`src/rtl/rgbhsv_pkg.sv`:
```
// shared constants and types for the rgb to hsv converter
`timescale 1ns / 1ps
`default_nettype none

package rgbhsv_pkg;

    localparam int COMPONENT_BITS_DEF    = 8;
    localparam int HUE_FRACTION_BITS_DEF = 6;

    // which component is largest; ties go red, then green
    typedef enum logic [1:0] {
        SEC_RED   = 2'd0,
        SEC_GREEN = 2'd1,
        SEC_BLUE  = 2'd2
    } sector_t;

endpackage : rgbhsv_pkg

`default_nettype wire

```
`src/rtl/rgb_to_hsv_convert.sv`:
```
// rgb to hsv converter: max/min stage, numerator stage, pipelined dividers, output stage
`timescale 1ns / 1ps
`default_nettype none

// Converts one rgb pixel per clock into hue, saturation and brightness.
// Input channel: red, green, blue with rgb_valid / rgb_ready.
// Output channel: hue, saturation, brightness with hsv_valid / hsv_ready.
// Hue is in 1/2^HUE_FRACTION_BITS degree, saturation full scale is 2^COMPONENT_BITS-1,
// brightness is the largest component.
// Both quotients come from restoring dividers that resolve one quotient bit per
// register stage, and the longer of the two sets the depth.
// Throughput is one pixel per clock whenever the receiver takes results.
// Every stage carries a valid bit and loads when it is empty or when the stage
// after it moves on, so bubbles close up and a stall at hsv_ready backs up
// stage by stage; the input is refused only once every stage holds a pixel.
// Reset clears all valid bits; the pipeline is then empty and ready at once.
module rgb_to_hsv_convert #(
    parameter int COMPONENT_BITS    = rgbhsv_pkg::COMPONENT_BITS_DEF,
    parameter int HUE_FRACTION_BITS = rgbhsv_pkg::HUE_FRACTION_BITS_DEF
) (
    input  wire logic                           clk,
    input  wire logic                           rst_n,
    input  wire logic                           rgb_valid,
    output logic                                rgb_ready,
    input  wire logic [COMPONENT_BITS-1:0]      red,
    input  wire logic [COMPONENT_BITS-1:0]      green,
    input  wire logic [COMPONENT_BITS-1:0]      blue,
    output logic                                hsv_valid,
    input  wire logic                           hsv_ready,
    output logic [HUE_FRACTION_BITS+8:0]        hue,
    output logic [COMPONENT_BITS-1:0]           saturation,
    output logic [COMPONENT_BITS-1:0]           brightness
);

    import rgbhsv_pkg::*;

    localparam int W  = COMPONENT_BITS;
    localparam int HF = HUE_FRACTION_BITS;
    localparam int QB = HF + 6;             // hue quotient bits, quotient <= 60 << HF
    localparam int HW = HF + 9;
    localparam int D  = (QB > W) ? QB : W;  // divider stages

    localparam logic [HW-1:0] SECTOR_2 = HW'(120 << HF);
    localparam logic [HW-1:0] SECTOR_4 = HW'(240 << HF);
    localparam logic [HW-1:0] SECTOR_6 = HW'(360 << HF);

    typedef struct packed {
        logic [W-1:0]  max;
        logic [W-1:0]  diff;
        sector_t       sec;
        logic          neg;
        logic          grey;
        logic [W-1:0]  srem;
        logic [W-1:0]  slow;
        logic [W-1:0]  hrem;
        logic [QB-1:0] hlow;
    } div_t;

    // stage 1: max, min, sector
    logic          s1_valid_reg;
    logic [W-1:0]  s1_red_reg, s1_green_reg, s1_blue_reg;
    logic [W-1:0]  s1_max_reg, s1_min_reg;
    sector_t       s1_sec_reg;
    logic [W-1:0]  s1_max_next, s1_min_next;
    sector_t       s1_sec_next;

    // stage 2: difference and signed numerator
    logic          s2_valid_reg;
    logic [W-1:0]  s2_max_reg, s2_diff_reg, s2_mag_reg;
    sector_t       s2_sec_reg;
    logic          s2_neg_reg;
    logic [W-1:0]  s2_opa, s2_opb;
    logic [W-1:0]  s2_mag_next;
    logic          s2_neg_next;

    // divider stages
    logic [D:0]    dv_valid_reg;
    div_t          dv_reg [0:D];
    div_t          dv_next [0:D];
    logic [D:0]    dv_adv;

    logic [W+QB-1:0] hnum;
    logic [2*W-1:0]  snum;

    // output register
    logic            hsv_valid_reg;
    logic [HW-1:0]   hue_reg, hue_next;
    logic [W-1:0]    sat_reg, bright_reg;
    logic [HW-1:0]   quot;

    logic s1_adv, s2_adv, out_adv;

    // request flow: a stage loads when empty or when the next one moves
    assign out_adv = !hsv_valid_reg || hsv_ready;
    assign dv_adv[D] = !dv_valid_reg[D] || out_adv;
    for (genvar k = 0; k < D; k++) begin : g_adv
        assign dv_adv[k] = !dv_valid_reg[k] || dv_adv[k+1];
    end
    assign s2_adv    = !s2_valid_reg || dv_adv[0];
    assign s1_adv    = !s1_valid_reg || s2_adv;
    assign rgb_ready = s1_adv;

    // stage 1
    always_comb
    begin
        s1_max_next = red;
        s1_min_next = red;
        if (green > s1_max_next)
        begin
            s1_max_next = green;
        end
        if (blue > s1_max_next)
        begin
            s1_max_next = blue;
        end
        if (green < s1_min_next)
        begin
            s1_min_next = green;
        end
        if (blue < s1_min_next)
        begin
            s1_min_next = blue;
        end
        if (red >= green && red >= blue)
        begin
            s1_sec_next = SEC_RED;
        end
        else if (green >= blue)
        begin
            s1_sec_next = SEC_GREEN;
        end
        else
        begin
            s1_sec_next = SEC_BLUE;
        end
    end

    always_ff @(posedge clk or negedge rst_n)
    begin
        if (!rst_n)
        begin
            s1_valid_reg <= 1'b0;
        end
        else if (s1_adv)
        begin
            s1_valid_reg <= rgb_valid;
        end
    end

    always_ff @(posedge clk)
    begin
        if (s1_adv)
        begin
            s1_red_reg   <= red;
            s1_green_reg <= green;
            s1_blue_reg  <= blue;
            s1_max_reg   <= s1_max_next;
            s1_min_reg   <= s1_min_next;
            s1_sec_reg   <= s1_sec_next;
        end
    end

    // stage 2: numerator as sign and magnitude
    always_comb
    begin
        case (s1_sec_reg)
            SEC_RED:
            begin
                s2_opa = s1_green_reg;
                s2_opb = s1_blue_reg;
            end
            SEC_GREEN:
            begin
                s2_opa = s1_blue_reg;
                s2_opb = s1_red_reg;
            end
            SEC_BLUE:
            begin
                s2_opa = s1_red_reg;
                s2_opb = s1_green_reg;
            end
            default:
            begin
                s2_opa = s1_red_reg;
                s2_opb = s1_green_reg;
            end
        endcase
        s2_neg_next = s2_opa < s2_opb;
        s2_mag_next = s2_neg_next ? (s2_opb - s2_opa) : (s2_opa - s2_opb);
    end

    always_ff @(posedge clk or negedge rst_n)
    begin
        if (!rst_n)
        begin
            s2_valid_reg <= 1'b0;
        end
        else if (s2_adv)
        begin
            s2_valid_reg <= s1_valid_reg;
        end
    end

    always_ff @(posedge clk)
    begin
        if (s2_adv)
        begin
            s2_max_reg  <= s1_max_reg;
            s2_diff_reg <= s1_max_reg - s1_min_reg;
            s2_sec_reg  <= s1_sec_reg;
            s2_neg_reg  <= s2_neg_next;
            s2_mag_reg  <= s2_mag_next;
        end
    end

    // divider entry: hue numerator mag * 60 << HF, saturation numerator diff * full
    always_comb
    begin
        hnum = ({{QB{1'b0}}, s2_mag_reg} << QB) - ({{QB{1'b0}}, s2_mag_reg} << (HF + 2));
        snum = ({{W{1'b0}}, s2_diff_reg} << W) - {{W{1'b0}}, s2_diff_reg};
        dv_next[0].max  = s2_max_reg;
        dv_next[0].diff = s2_diff_reg;
        dv_next[0].sec  = s2_sec_reg;
        dv_next[0].neg  = s2_neg_reg;
        dv_next[0].grey = (s2_diff_reg == '0);
        dv_next[0].srem = snum[2*W-1:W];
        dv_next[0].slow = snum[W-1:0];
        dv_next[0].hrem = hnum[W+QB-1:QB];
        dv_next[0].hlow = hnum[QB-1:0];
    end

    // one restoring step per stage; both dividers finish in the last stage
    for (genvar k = 0; k < D; k++) begin : g_div
        logic [W:0] st, sd, ht, hd;

        always_comb
        begin
            dv_next[k+1] = dv_reg[k];
            st = {dv_reg[k].srem, dv_reg[k].slow[W-1]};
            sd = st - {1'b0, dv_reg[k].max};
            ht = {dv_reg[k].hrem, dv_reg[k].hlow[QB-1]};
            hd = ht - {1'b0, dv_reg[k].diff};
            if (k >= D - W)
            begin
                if (!sd[W])
                begin
                    dv_next[k+1].srem = sd[W-1:0];
                    dv_next[k+1].slow = {dv_reg[k].slow[W-2:0], 1'b1};
                end
                else
                begin
                    dv_next[k+1].srem = st[W-1:0];
                    dv_next[k+1].slow = {dv_reg[k].slow[W-2:0], 1'b0};
                end
            end
            if (k >= D - QB)
            begin
                if (!hd[W])
                begin
                    dv_next[k+1].hrem = hd[W-1:0];
                    dv_next[k+1].hlow = {dv_reg[k].hlow[QB-2:0], 1'b1};
                end
                else
                begin
                    dv_next[k+1].hrem = ht[W-1:0];
                    dv_next[k+1].hlow = {dv_reg[k].hlow[QB-2:0], 1'b0};
                end
            end
        end
    end

    always_ff @(posedge clk or negedge rst_n)
    begin
        if (!rst_n)
        begin
            dv_valid_reg[0] <= 1'b0;
        end
        else if (dv_adv[0])
        begin
            dv_valid_reg[0] <= s2_valid_reg;
        end
    end

    always_ff @(posedge clk)
    begin
        if (dv_adv[0])
        begin
            dv_reg[0] <= dv_next[0];
        end
    end

    for (genvar k = 1; k <= D; k++) begin : g_dvreg
        always_ff @(posedge clk or negedge rst_n)
        begin
            if (!rst_n)
            begin
                dv_valid_reg[k] <= 1'b0;
            end
            else if (dv_adv[k])
            begin
                dv_valid_reg[k] <= dv_valid_reg[k-1];
            end
        end

        always_ff @(posedge clk)
        begin
            if (dv_adv[k])
            begin
                dv_reg[k] <= dv_next[k];
            end
        end
    end

    // output stage: place quotient in its sector
    always_comb
    begin
        quot = {{(HW-QB){1'b0}}, dv_reg[D].hlow};
        case (dv_reg[D].sec)
            SEC_RED:
            begin
                // a negative quotient that truncates to zero stays at zero
                if (dv_reg[D].neg && quot != '0)
                begin
                    hue_next = SECTOR_6 - quot;
                end
                else
                begin
                    hue_next = quot;
                end
            end
            SEC_GREEN:
            begin
                hue_next = dv_reg[D].neg ? (SECTOR_2 - quot) : (SECTOR_2 + quot);
            end
            SEC_BLUE:
            begin
                hue_next = dv_reg[D].neg ? (SECTOR_4 - quot) : (SECTOR_4 + quot);
            end
            default:
            begin
                hue_next = '0;
            end
        endcase
        if (dv_reg[D].grey)
        begin
            hue_next = '0;
        end
    end

    always_ff @(posedge clk or negedge rst_n)
    begin
        if (!rst_n)
        begin
            hsv_valid_reg <= 1'b0;
        end
        else if (out_adv)
        begin
            hsv_valid_reg <= dv_valid_reg[D];
        end
    end

    always_ff @(posedge clk)
    begin
        if (out_adv)
        begin
            hue_reg    <= hue_next;
            sat_reg    <= dv_reg[D].grey ? '0 : dv_reg[D].slow;
            bright_reg <= dv_reg[D].max;
        end
    end

    assign hsv_valid  = hsv_valid_reg;
    assign hue        = hue_reg;
    assign saturation = sat_reg;
    assign brightness = bright_reg;

endmodule : rgb_to_hsv_convert

`default_nettype wire
```
`config.mk`:
```
export PLATFORM = sky130hd
export DESIGN_NAME = rgb_to_hsv_convert
export DESIGN_NICKNAME = d
export VERILOG_FILES = /design/src/rtl/rgbhsv_pkg.sv /design/src/rtl/rgb_to_hsv_convert.sv
export SDC_FILE = /design/constraint.sdc
export NUM_CORES = 1
export LEC_CHECK = 0
export BUFFER_PORTS_ARGS = -buffer_cell sky130_fd_sc_hd__buf_2
export CORE_ASPECT_RATIO = 0.9
export CORE_MARGIN = 2
export CORE_UTILIZATION = 25
export DETAILED_ROUTE_END_ITERATION = 8
export SLEW_MARGIN = 30
export SYNTH_ARGS = -nofsm -noshare
export SYNTH_HDL_FRONTEND = slang
export SYNTH_SLANG_ARGS = --single-unit
```
`constraint.sdc`:
```
create_clock -name clk -period 5.8 [get_ports clk]
set_input_delay 0.87 -clock clk [delete_from_list [all_inputs] [get_ports clk]]
set_output_delay 0.87 -clock clk [all_outputs]
set_load 0.02 [all_outputs]
```
==> results of run 1 <==
-- critical path, stage by stage (launching register included) --
cell and delay, ns:
dfrtp_1 0.33, nor2b_1 0.50, nand2_1 0.16, nor2_1 0.49
nand2_2 0.12, nor3_1 0.73, and3_1 0.38, nand3_2 0.09
buf_4 0.29, buf_2 0.24
-- layer usage --
metal  track usage (%)  wire, um
met5                 0         0
met4              1.91       891
met3              1.80      2200
met2              11.9     23000
met1              9.81     23600
-- kinds of logic (layout without fill, tap and decap cells) --
kind of cell | count (synthesis) | count (layout)
compound gates | 455 | 455
fa+ha+maj | 251 | 251
mux | 58 | 58
xor+xnor | 149 | 149
simple gates | 523 | 523
flops | 740 | 740
buf+inv | 308 | 481
-- cells in the mapped netlist, types with 2 or more instances --
cell type	count
o21ai_1	53
a21boi_1	13
clkbuf_1	31
nor3_1	50
inv_1	275
o211ai_1	2
fa_1	21
buf_2	2
nand2b_1	93
nor2b_1	62
or2_2	25
o311a_1	2
xor2_1	66
o31ai_1	19
nand3_1	24
dfrtp_1	16
a21o_1	31
xnor2_1	83
a21oi_1	238
o221ai_1	2
mux2i_1	36
and3_1	5
ha_1	230
edfxtp_1	724
nor2_1	172
nand2_1	64
mux2_1	8
o22ai_1	4
o22a_1	2
and2_1	8
nor4_1	2
a21boi_0	2
or3_1	7
or2_1	2
mux2_2	13
o21a_1	6
nand4_1	4
o31a_1	3
o21ai_0	62
-- stage by stage --
stage          power (W)  utilization, %
2_1_floorplan     0.0179               -
3_3_place_gp      0.0197            27.1
3_5_place_dp      0.0200            27.2
4_1_cts           0.0249            29.0
5_1_grt           0.0268            29.1
6_report          0.0246            29.1
-- worst paths after layout --
| kind | startpoint | end |
|---|---|---|
| worst min register to register | dv_reg[0][247] | dv_reg[0][304] |
| min in group clk | dv_reg[0][247] | dv_reg[0][304] |
| worst max register to register | hsv_valid | dv_reg[0][50] |
| worst max-delay path | hsv_valid | rgb_ready |
| max in group asynchronous | rst_n | s1_valid_reg |
| worst min-delay path | rst_n | dv_valid_reg[9] |
-- power groups by stage --
stage / logic [W] / registers [W] / clock network (W)
after floorplan: 0.00762 / 0.0102 / 0
after global placement: 0.00911 / 0.0106 / 0
after detailed placement: 0.00938 / 0.0106 / 0
after CTS: 0.00947 / 0.0105 / 0.00495
after global routing: 0.0109 / 0.0108 / 0.00517
final: 0.00937 / 0.0105 / 0.00478
-- layout make-up --
| class | count | area, sq um |
|---|---|---|
| fillers | 13400 | 94700 |
| well taps | 1741 | 2180 |
| flip-flops and latches | 740 | 22100 |
| inverters | 275 | 1040 |
| clock buffers | 84 | 1880 |
| multi-input cells | 1436 | 10600 |
| repair buffers | 76 | 424 |
| clock inverters | 46 | 582 |
==> impl_summary.md, run 1 <==
Status
The run finished with clean final reports.

STA
The worst pin sits at a relative slew slack of 41.6%. The highest attainable clock frequency is 205 MHz. Setup repair after global routing left no endpoint under its margin. The share of the clock period used by the worst path after layout is 83.9%.

The final number of max-transition violations came to 0. The actual slew at the worst max-slew pin is 0.869 ns. The final-report setup violation count is 0.

The final critical delay including setup and external delays is 4.87 ns. The setup slack of the critical path after layout is 0.932 ns. Final hold analysis gives a worst-case slack of 0.203 ns.

Adding up every negative setup slack in the final design gives 0 ns. The final-report hold violation count came to 0. The worst clock skew on the final layout is 0.0336 ns.

Clocking
The number of sinks handled by clock tree synthesis is 740. TritonCTS built the clock tree. Once the clock tree was built, the setup fixing pass inserted 0 buffers. CTS built an H-tree with a depth of 3. CTS placed an instance of clkbuf_16 at the clock tree root. The maximum root-to-sink buffer count is 3. Post-CTS repair changed the size of 0 cells. The insertion delay of the later-clocked pin in the worst-skew pair is 0.64 ns. The clock-pin slew on the worst setup and hold paths is 0.06 ns.

The total CTS buffers is 71. The number of hold buffers added after CTS is 0.

Floorplan
The count of pins on the block boundary is 61. The number of placement rows is 127. The chip width is 391 um. The core region is 133000 sq um. The initial cell density of the core is 25.2%.

The die covers 138000 sq um. In this run the vertical extent of the chip is 352 um.

Critical path
The category of the worst setup path capture point is an output pin. The worst setup path is launched from a register. For the worst setup path, the data required time is 4.93 ns. The path type of the worst setup path is register to output pin. The length in cells of the worst reg-to-reg path is 8. The flop-to-flop setup slack is 1.81 ns. In this run the worst path has a maximum fanout of 44. The critical path data arrival time is 4.00 ns.

Route
The remaining antenna violation count after routing is 0. The total detailed-routing wirelength is 49700 um. The number of vias after detailed routing is 17800.

After detailed routing, the average wire length per cell comes to 11.3 um. After detailed routing, the number of vias per cell comes to 4.04. The post-detailed-route DRC marker count is 0.

The number of design-rule violations left by the first detailed-router iteration is 941. The number of optimization iterations in the first detailed-route pass is 7.

Placed design
The placed instances occupy a cell area of 36300 sq um. The number of buffer cells added on primary ports is 60. The placed wire-length estimate after detailed placement is 36100 um. The final weighted congestion of routability-driven global placement is 0.813.

The minimum setup slack after placement is 0.977 ns. The total placed cells including tap cells is 4267.

Synthesis
The post-synthesis share of cell area spent on xor and xnor gates is 3.87%. The post-synth design cell area is 33700 sq um. The top cell type by total area after synthesis is edfxtp_1.

The register area share after synthesis is 65.7%. When the netlist entered floorplanning its net count stood at 2763. The cell count after synthesis came out at 2484. The share of synthesized registers carrying an async set or reset is 2.16%.

The most used flip-flop cell after synthesis is edfxtp_1. The area fraction in and, or, nand and nor cells after synthesis is 7.73%. The adder and majority cell fraction of the synthesized area is 9.79%. The post-synthesis register bit count is 740.

The number of different library cells used by synthesis comes to 61. After synthesis, the largest family of logic cells by area is adder cells. By area the synthesized netlist is led by edfxtp_1 (65%), ha_1 (8.5%), a21oi_1 (3.5%).

The total number of yosys warnings is 0. The synthesized netlist devotes 7.66% of its cell area to compound gates. Each instance of the synthesized netlist takes up on average 13.6 sq um. The mux share of post-synthesis cell area is 1.82%. The number of flops mapped to enable cells by yosys is 724. The top cell type by area accounts for 64.5% of the synthesized area.

Layout
The share of final-layout standard cells stronger than drive strength 1 is 9.79%. At the end of the flow, the number of nets in the layout was 2879. The most common library cell in the layout ignoring fill and taps is edfxtp_1. The top cell types in the final layout, fill and taps aside, are edfxtp_1 (724), inv_1 (269), a21oi_1 (238), ha_1 (230), nor2_1 (172).

The area growth from synthesis to layout is 15.1%. After routing the design area is 38800 sq um. The antenna diode count is 0. The final standard cell count with taps included and fillers excluded is 4398.

The number of flip-flops under the largest register name is 624.

Power
The internal power of the cells totals 0.0164 W. The proportion of power drawn by the clock network is 19.4%. Dividing total power by cell area gives a power density of 635 nW/um^2. Combinational logic burns 38.0% of the power.

The leakage component of the power is 15.3 nW. Per report_power, the sequential group accounts for 42.6% of the total. The worst IR drop on VDD is 0.267 mV. The total net switching power is 0.00828 W.

The switching share of total power is 33.6%.

Global routing
Global routing used 7.37% of the available tracks across all layers. The wire length of the first global-routing pass is 85900 um. Entering global routing, the biggest net connects 53 pins. The number of antenna violations at the first check in global routing is 2.

The total overflow left after global routing is 0. The number of global-route vias before repair is 17800.

Job
The tool flagged a number of max-cap violations equal to 0.

Min path
The class of the most critical hold timing path is input port to async pin.
Power figures use the tool's default switching activity.
==> inputs of run 2 (changes only) <==
==> constraint.sdc (replaced) <==
create_clock -name clk -period 4.5 [get_ports clk]
set_input_delay 0.675 -clock clk [delete_from_list [all_inputs] [get_ports clk]]
set_output_delay 0.675 -clock clk [all_outputs]
set_load 0.02 [all_outputs]
==> run 2 against run 1 <==
Final cell count rose by 0.43%; combinational power grew 31%; utilization is essentially flat; critical endpoint unchanged.
==> impl_summary.md, run 2 (same netlist as run 1, synthesis figures left out) <==
Layout
Leaving out fill and tap cells, the most frequent cell in the layout is edfxtp_1. In the layout the commonest cells are edfxtp_1 (724), inv_1 (269), a21oi_1 (238), ha_1 (230), nor2_1 (172). The number of flip-flops under the largest register name came to 624 (unchanged). The final design instance area without fill is 38700 sq um (-0.16%).

The share of final-layout standard cells stronger than drive strength 1 is 9.87% (+0.080 points). The sequential cell area was 22100 sq um (unchanged). The area added between synthesis and finish is 15.0%. The total number of nets in the final design is 2899 (+0.69%). The antenna diode count is 0 (unchanged).

The fill cell instance count of the final layout is 13400 (-0.037%). The footprint of the multi-input gates was 10400 sq um (-1.1%).

Critical path
The length in cells of the worst reg-to-reg path came to 11 (+3). The highest fanout seen on the critical path is 4 (-91%). The required time at the endpoint of the critical path is 3.83 ns (-1.10 ns). The startpoint type of the worst setup path is a register. The flop-to-flop setup slack is 0.64 ns (-1.17 ns). By startpoint and endpoint, the worst setup path is classified as register to output pin. The critical path data arrival time came to 3.48 ns (-0.52 ns). STA classifies the critical path endpoint as an output pin.

STA
The relative max-transition margin came to 43.9% (+2.3 points). The actual slew at the worst max-slew pin is 0.835 ns (-0.0340 ns). The worst path uses 92.4% of the clock period.

The setup TNS after final layout is 0 ns (unchanged). Timing would allow up to 240 MHz. Setup repair after global routing left no endpoint under its margin. The final-report hold violation count came to 0 (unchanged). The final critical delay including setup and external delays is 4.16 ns. The worst clock skew on the final layout is 0.0268 ns (-0.00683 ns).

The final-report setup violation count came to 0 (unchanged). The final number of max-transition violations was 0 (unchanged).

Clocking
The total CTS buffers is 72 (+1.4%). The TritonCTS clock tree is built. The clock-pin slew on the worst setup and hold paths is 0.06 ns (about the same). The maximum root-to-sink buffer count is 3 (unchanged).

The H-tree depth came to 3 (unchanged). The insertion delay of the later-clocked pin in the worst-skew pair came to 0.63 ns (about the same). The number of sinks handled by clock tree synthesis was 740 (unchanged). The cell at the root of the clock tree is clkbuf_16. The number of gates resized after CTS is 0 (unchanged).

Placed design
The area after detailed placement came to 36400 sq um (+0.19%). The final weighted congestion of routability-driven global placement is 0.813 (about the same). The number of buffer cells added on primary ports is 60 (unchanged).

The placed wire-length estimate after detailed placement is 36500 um (+1.0%).

Route
The number of optimization iterations in the first detailed-route pass is 5 (-2). The number of design-rule violations left by the first detailed-router iteration is 847 (-10%). The average detailed-routed wire length per instance was 11.5 um (+1.5%).

The remaining antenna violation count after routing was 0 (unchanged). The total detailed-routing wirelength is 50700 um (+2.0%). The via-per-instance ratio came to 4.05 (+0.13%). The number of vias after detailed routing came to 17900 (+0.56%). The post-detailed-route DRC marker count is 0 (unchanged).

Global routing
The total global routing overflow is 0 (unchanged). The number of antenna violations at the first check in global routing is 2 (unchanged). The met2 track utilization from global routing is 11.8% (-0.19 points). The total global-route track usage came to 7.44% (+0.070 points).

The number of global-route vias before repair was 17600 (-0.98%). The met1 routing resource usage after global routing came to 10.1% (+0.29 points). The global routing usage on met3 was 1.71% (-0.094 points). The maximum number of pins on one net before global-route repair is 56 (+5.7%). The routing layer with the top usage in global route is met2. The wire length of the first global-routing pass came to 86500 um (+0.60%).

Status
The flow ran to the end, and the final reports show no timing, DRC or antenna violations.

Power
The leakage component of the power came to 15.4 nW (+0.32%). The worst IR drop on VDD is 0.320 mV (+20%). The areal power density over the cells came to 822 nW/um^2 (+29%).

Floorplan
The area enclosed by the die boundary came to 138000 sq um (unchanged). The number of placement rows was 127 (unchanged). The chip width was 391 um (unchanged). The initial cell density of the core came to 25.2% (unchanged). The core region area was 133000 sq um (unchanged). The count of pins on the block boundary is 61 (unchanged). The vertical extent of the die is 352 um (unchanged).

Min path
Along the worst hold path, the cell count comes to 1. The worst hold path belongs to the class input port to register.

Job
The number of maximum-capacitance violations is 0 (unchanged).
## run 2: cell types whose count changed in the layout (fill, tap and decap cells not counted), moves of 2 or more
cell        change
buf_4          +19
bufinv_16       -3
clkbuf_1        +4
clkbuf_8        +2
clkinv_1        -7
clkinv_2        +3
clkinvlp_4      -3
inv_16          -2
inv_6           +5
xor2_1         +16
xor2_2         -16
## run 2: critical path, cell delays in order, from the launching register on
cell     delay (ns)
dfrtp_1        0.36
nor2b_1        0.32
nand2_1        0.13
nor2_1         0.49
nand2_2        0.14
nor3_1         0.71
and3_1         0.39
nand3_4        0.13
buf_2          0.18
## run 2: final cells by class
class	instances	share of cell area, %
Multi-Input combinational cell	1436	27.0
Inverter	275	2.68
Tap cell	1741	5.62
Timing Repair Buffer	95	1.46
Clock inverter	40	1.16
Sequential cell	740	57.2
Clock buffer	90	4.95
## run 2: report_power, final
group	leakage [nW]	switching (W)	total, W	internal (W)
combinational	6.47	0.00670	0.0123	0.00559
sequential	7.73	0.00140	0.0135	0.0121
clock	1.17	0.00254	0.00601	0.00347
## run 2: path summary, 6_finish.rpt
path,start,end
setup / recovery,hsv_valid,rgb_ready
hold / removal,green[6],s1_green_reg[6]
setup reg to reg,s1_sec_reg[1],s2_mag_reg[6]
hold reg to reg,dv_reg[0][246],dv_reg[0][303]
max in group asynchronous,rst_n,s1_valid_reg
min in group asynchronous,rst_n,hsv_valid
## run 2: what timing repair did
item,in CTS,in global routing
hold buffers,1,0
setup endpoints to repair,0,0
setup buffers,0,0
endpoints found under the hold margin,11,0
## run 2: metal layers
layer	vias up	share of wire (%)
li1	9192	-
met2	243	45
met4	0	2.0
met3	77	4.5
met1	8371	49
met5	-	0
## run 2: metrics by stage
stage / util [%] / hold WS [ns] / total power [W] / cells / setup slack (ns)
2_1_floorplan: - / 0.379 / 0.0230 / 2484 / 0.107
3_3_place_gp: 27.2 / 0.403 / 0.0257 / 4286 / 0.411
3_5_place_dp: 27.2 / 0.405 / 0.0260 / 4286 / 0.447
4_1_cts: 29.0 / 0.205 / 0.0322 / 4417 / 0.297
5_1_grt: 29.0 / 0.216 / 0.0346 / 4417 / 0.136
6_report: 29.0 / 0.266 / 0.0318 / 4417 / 0.341
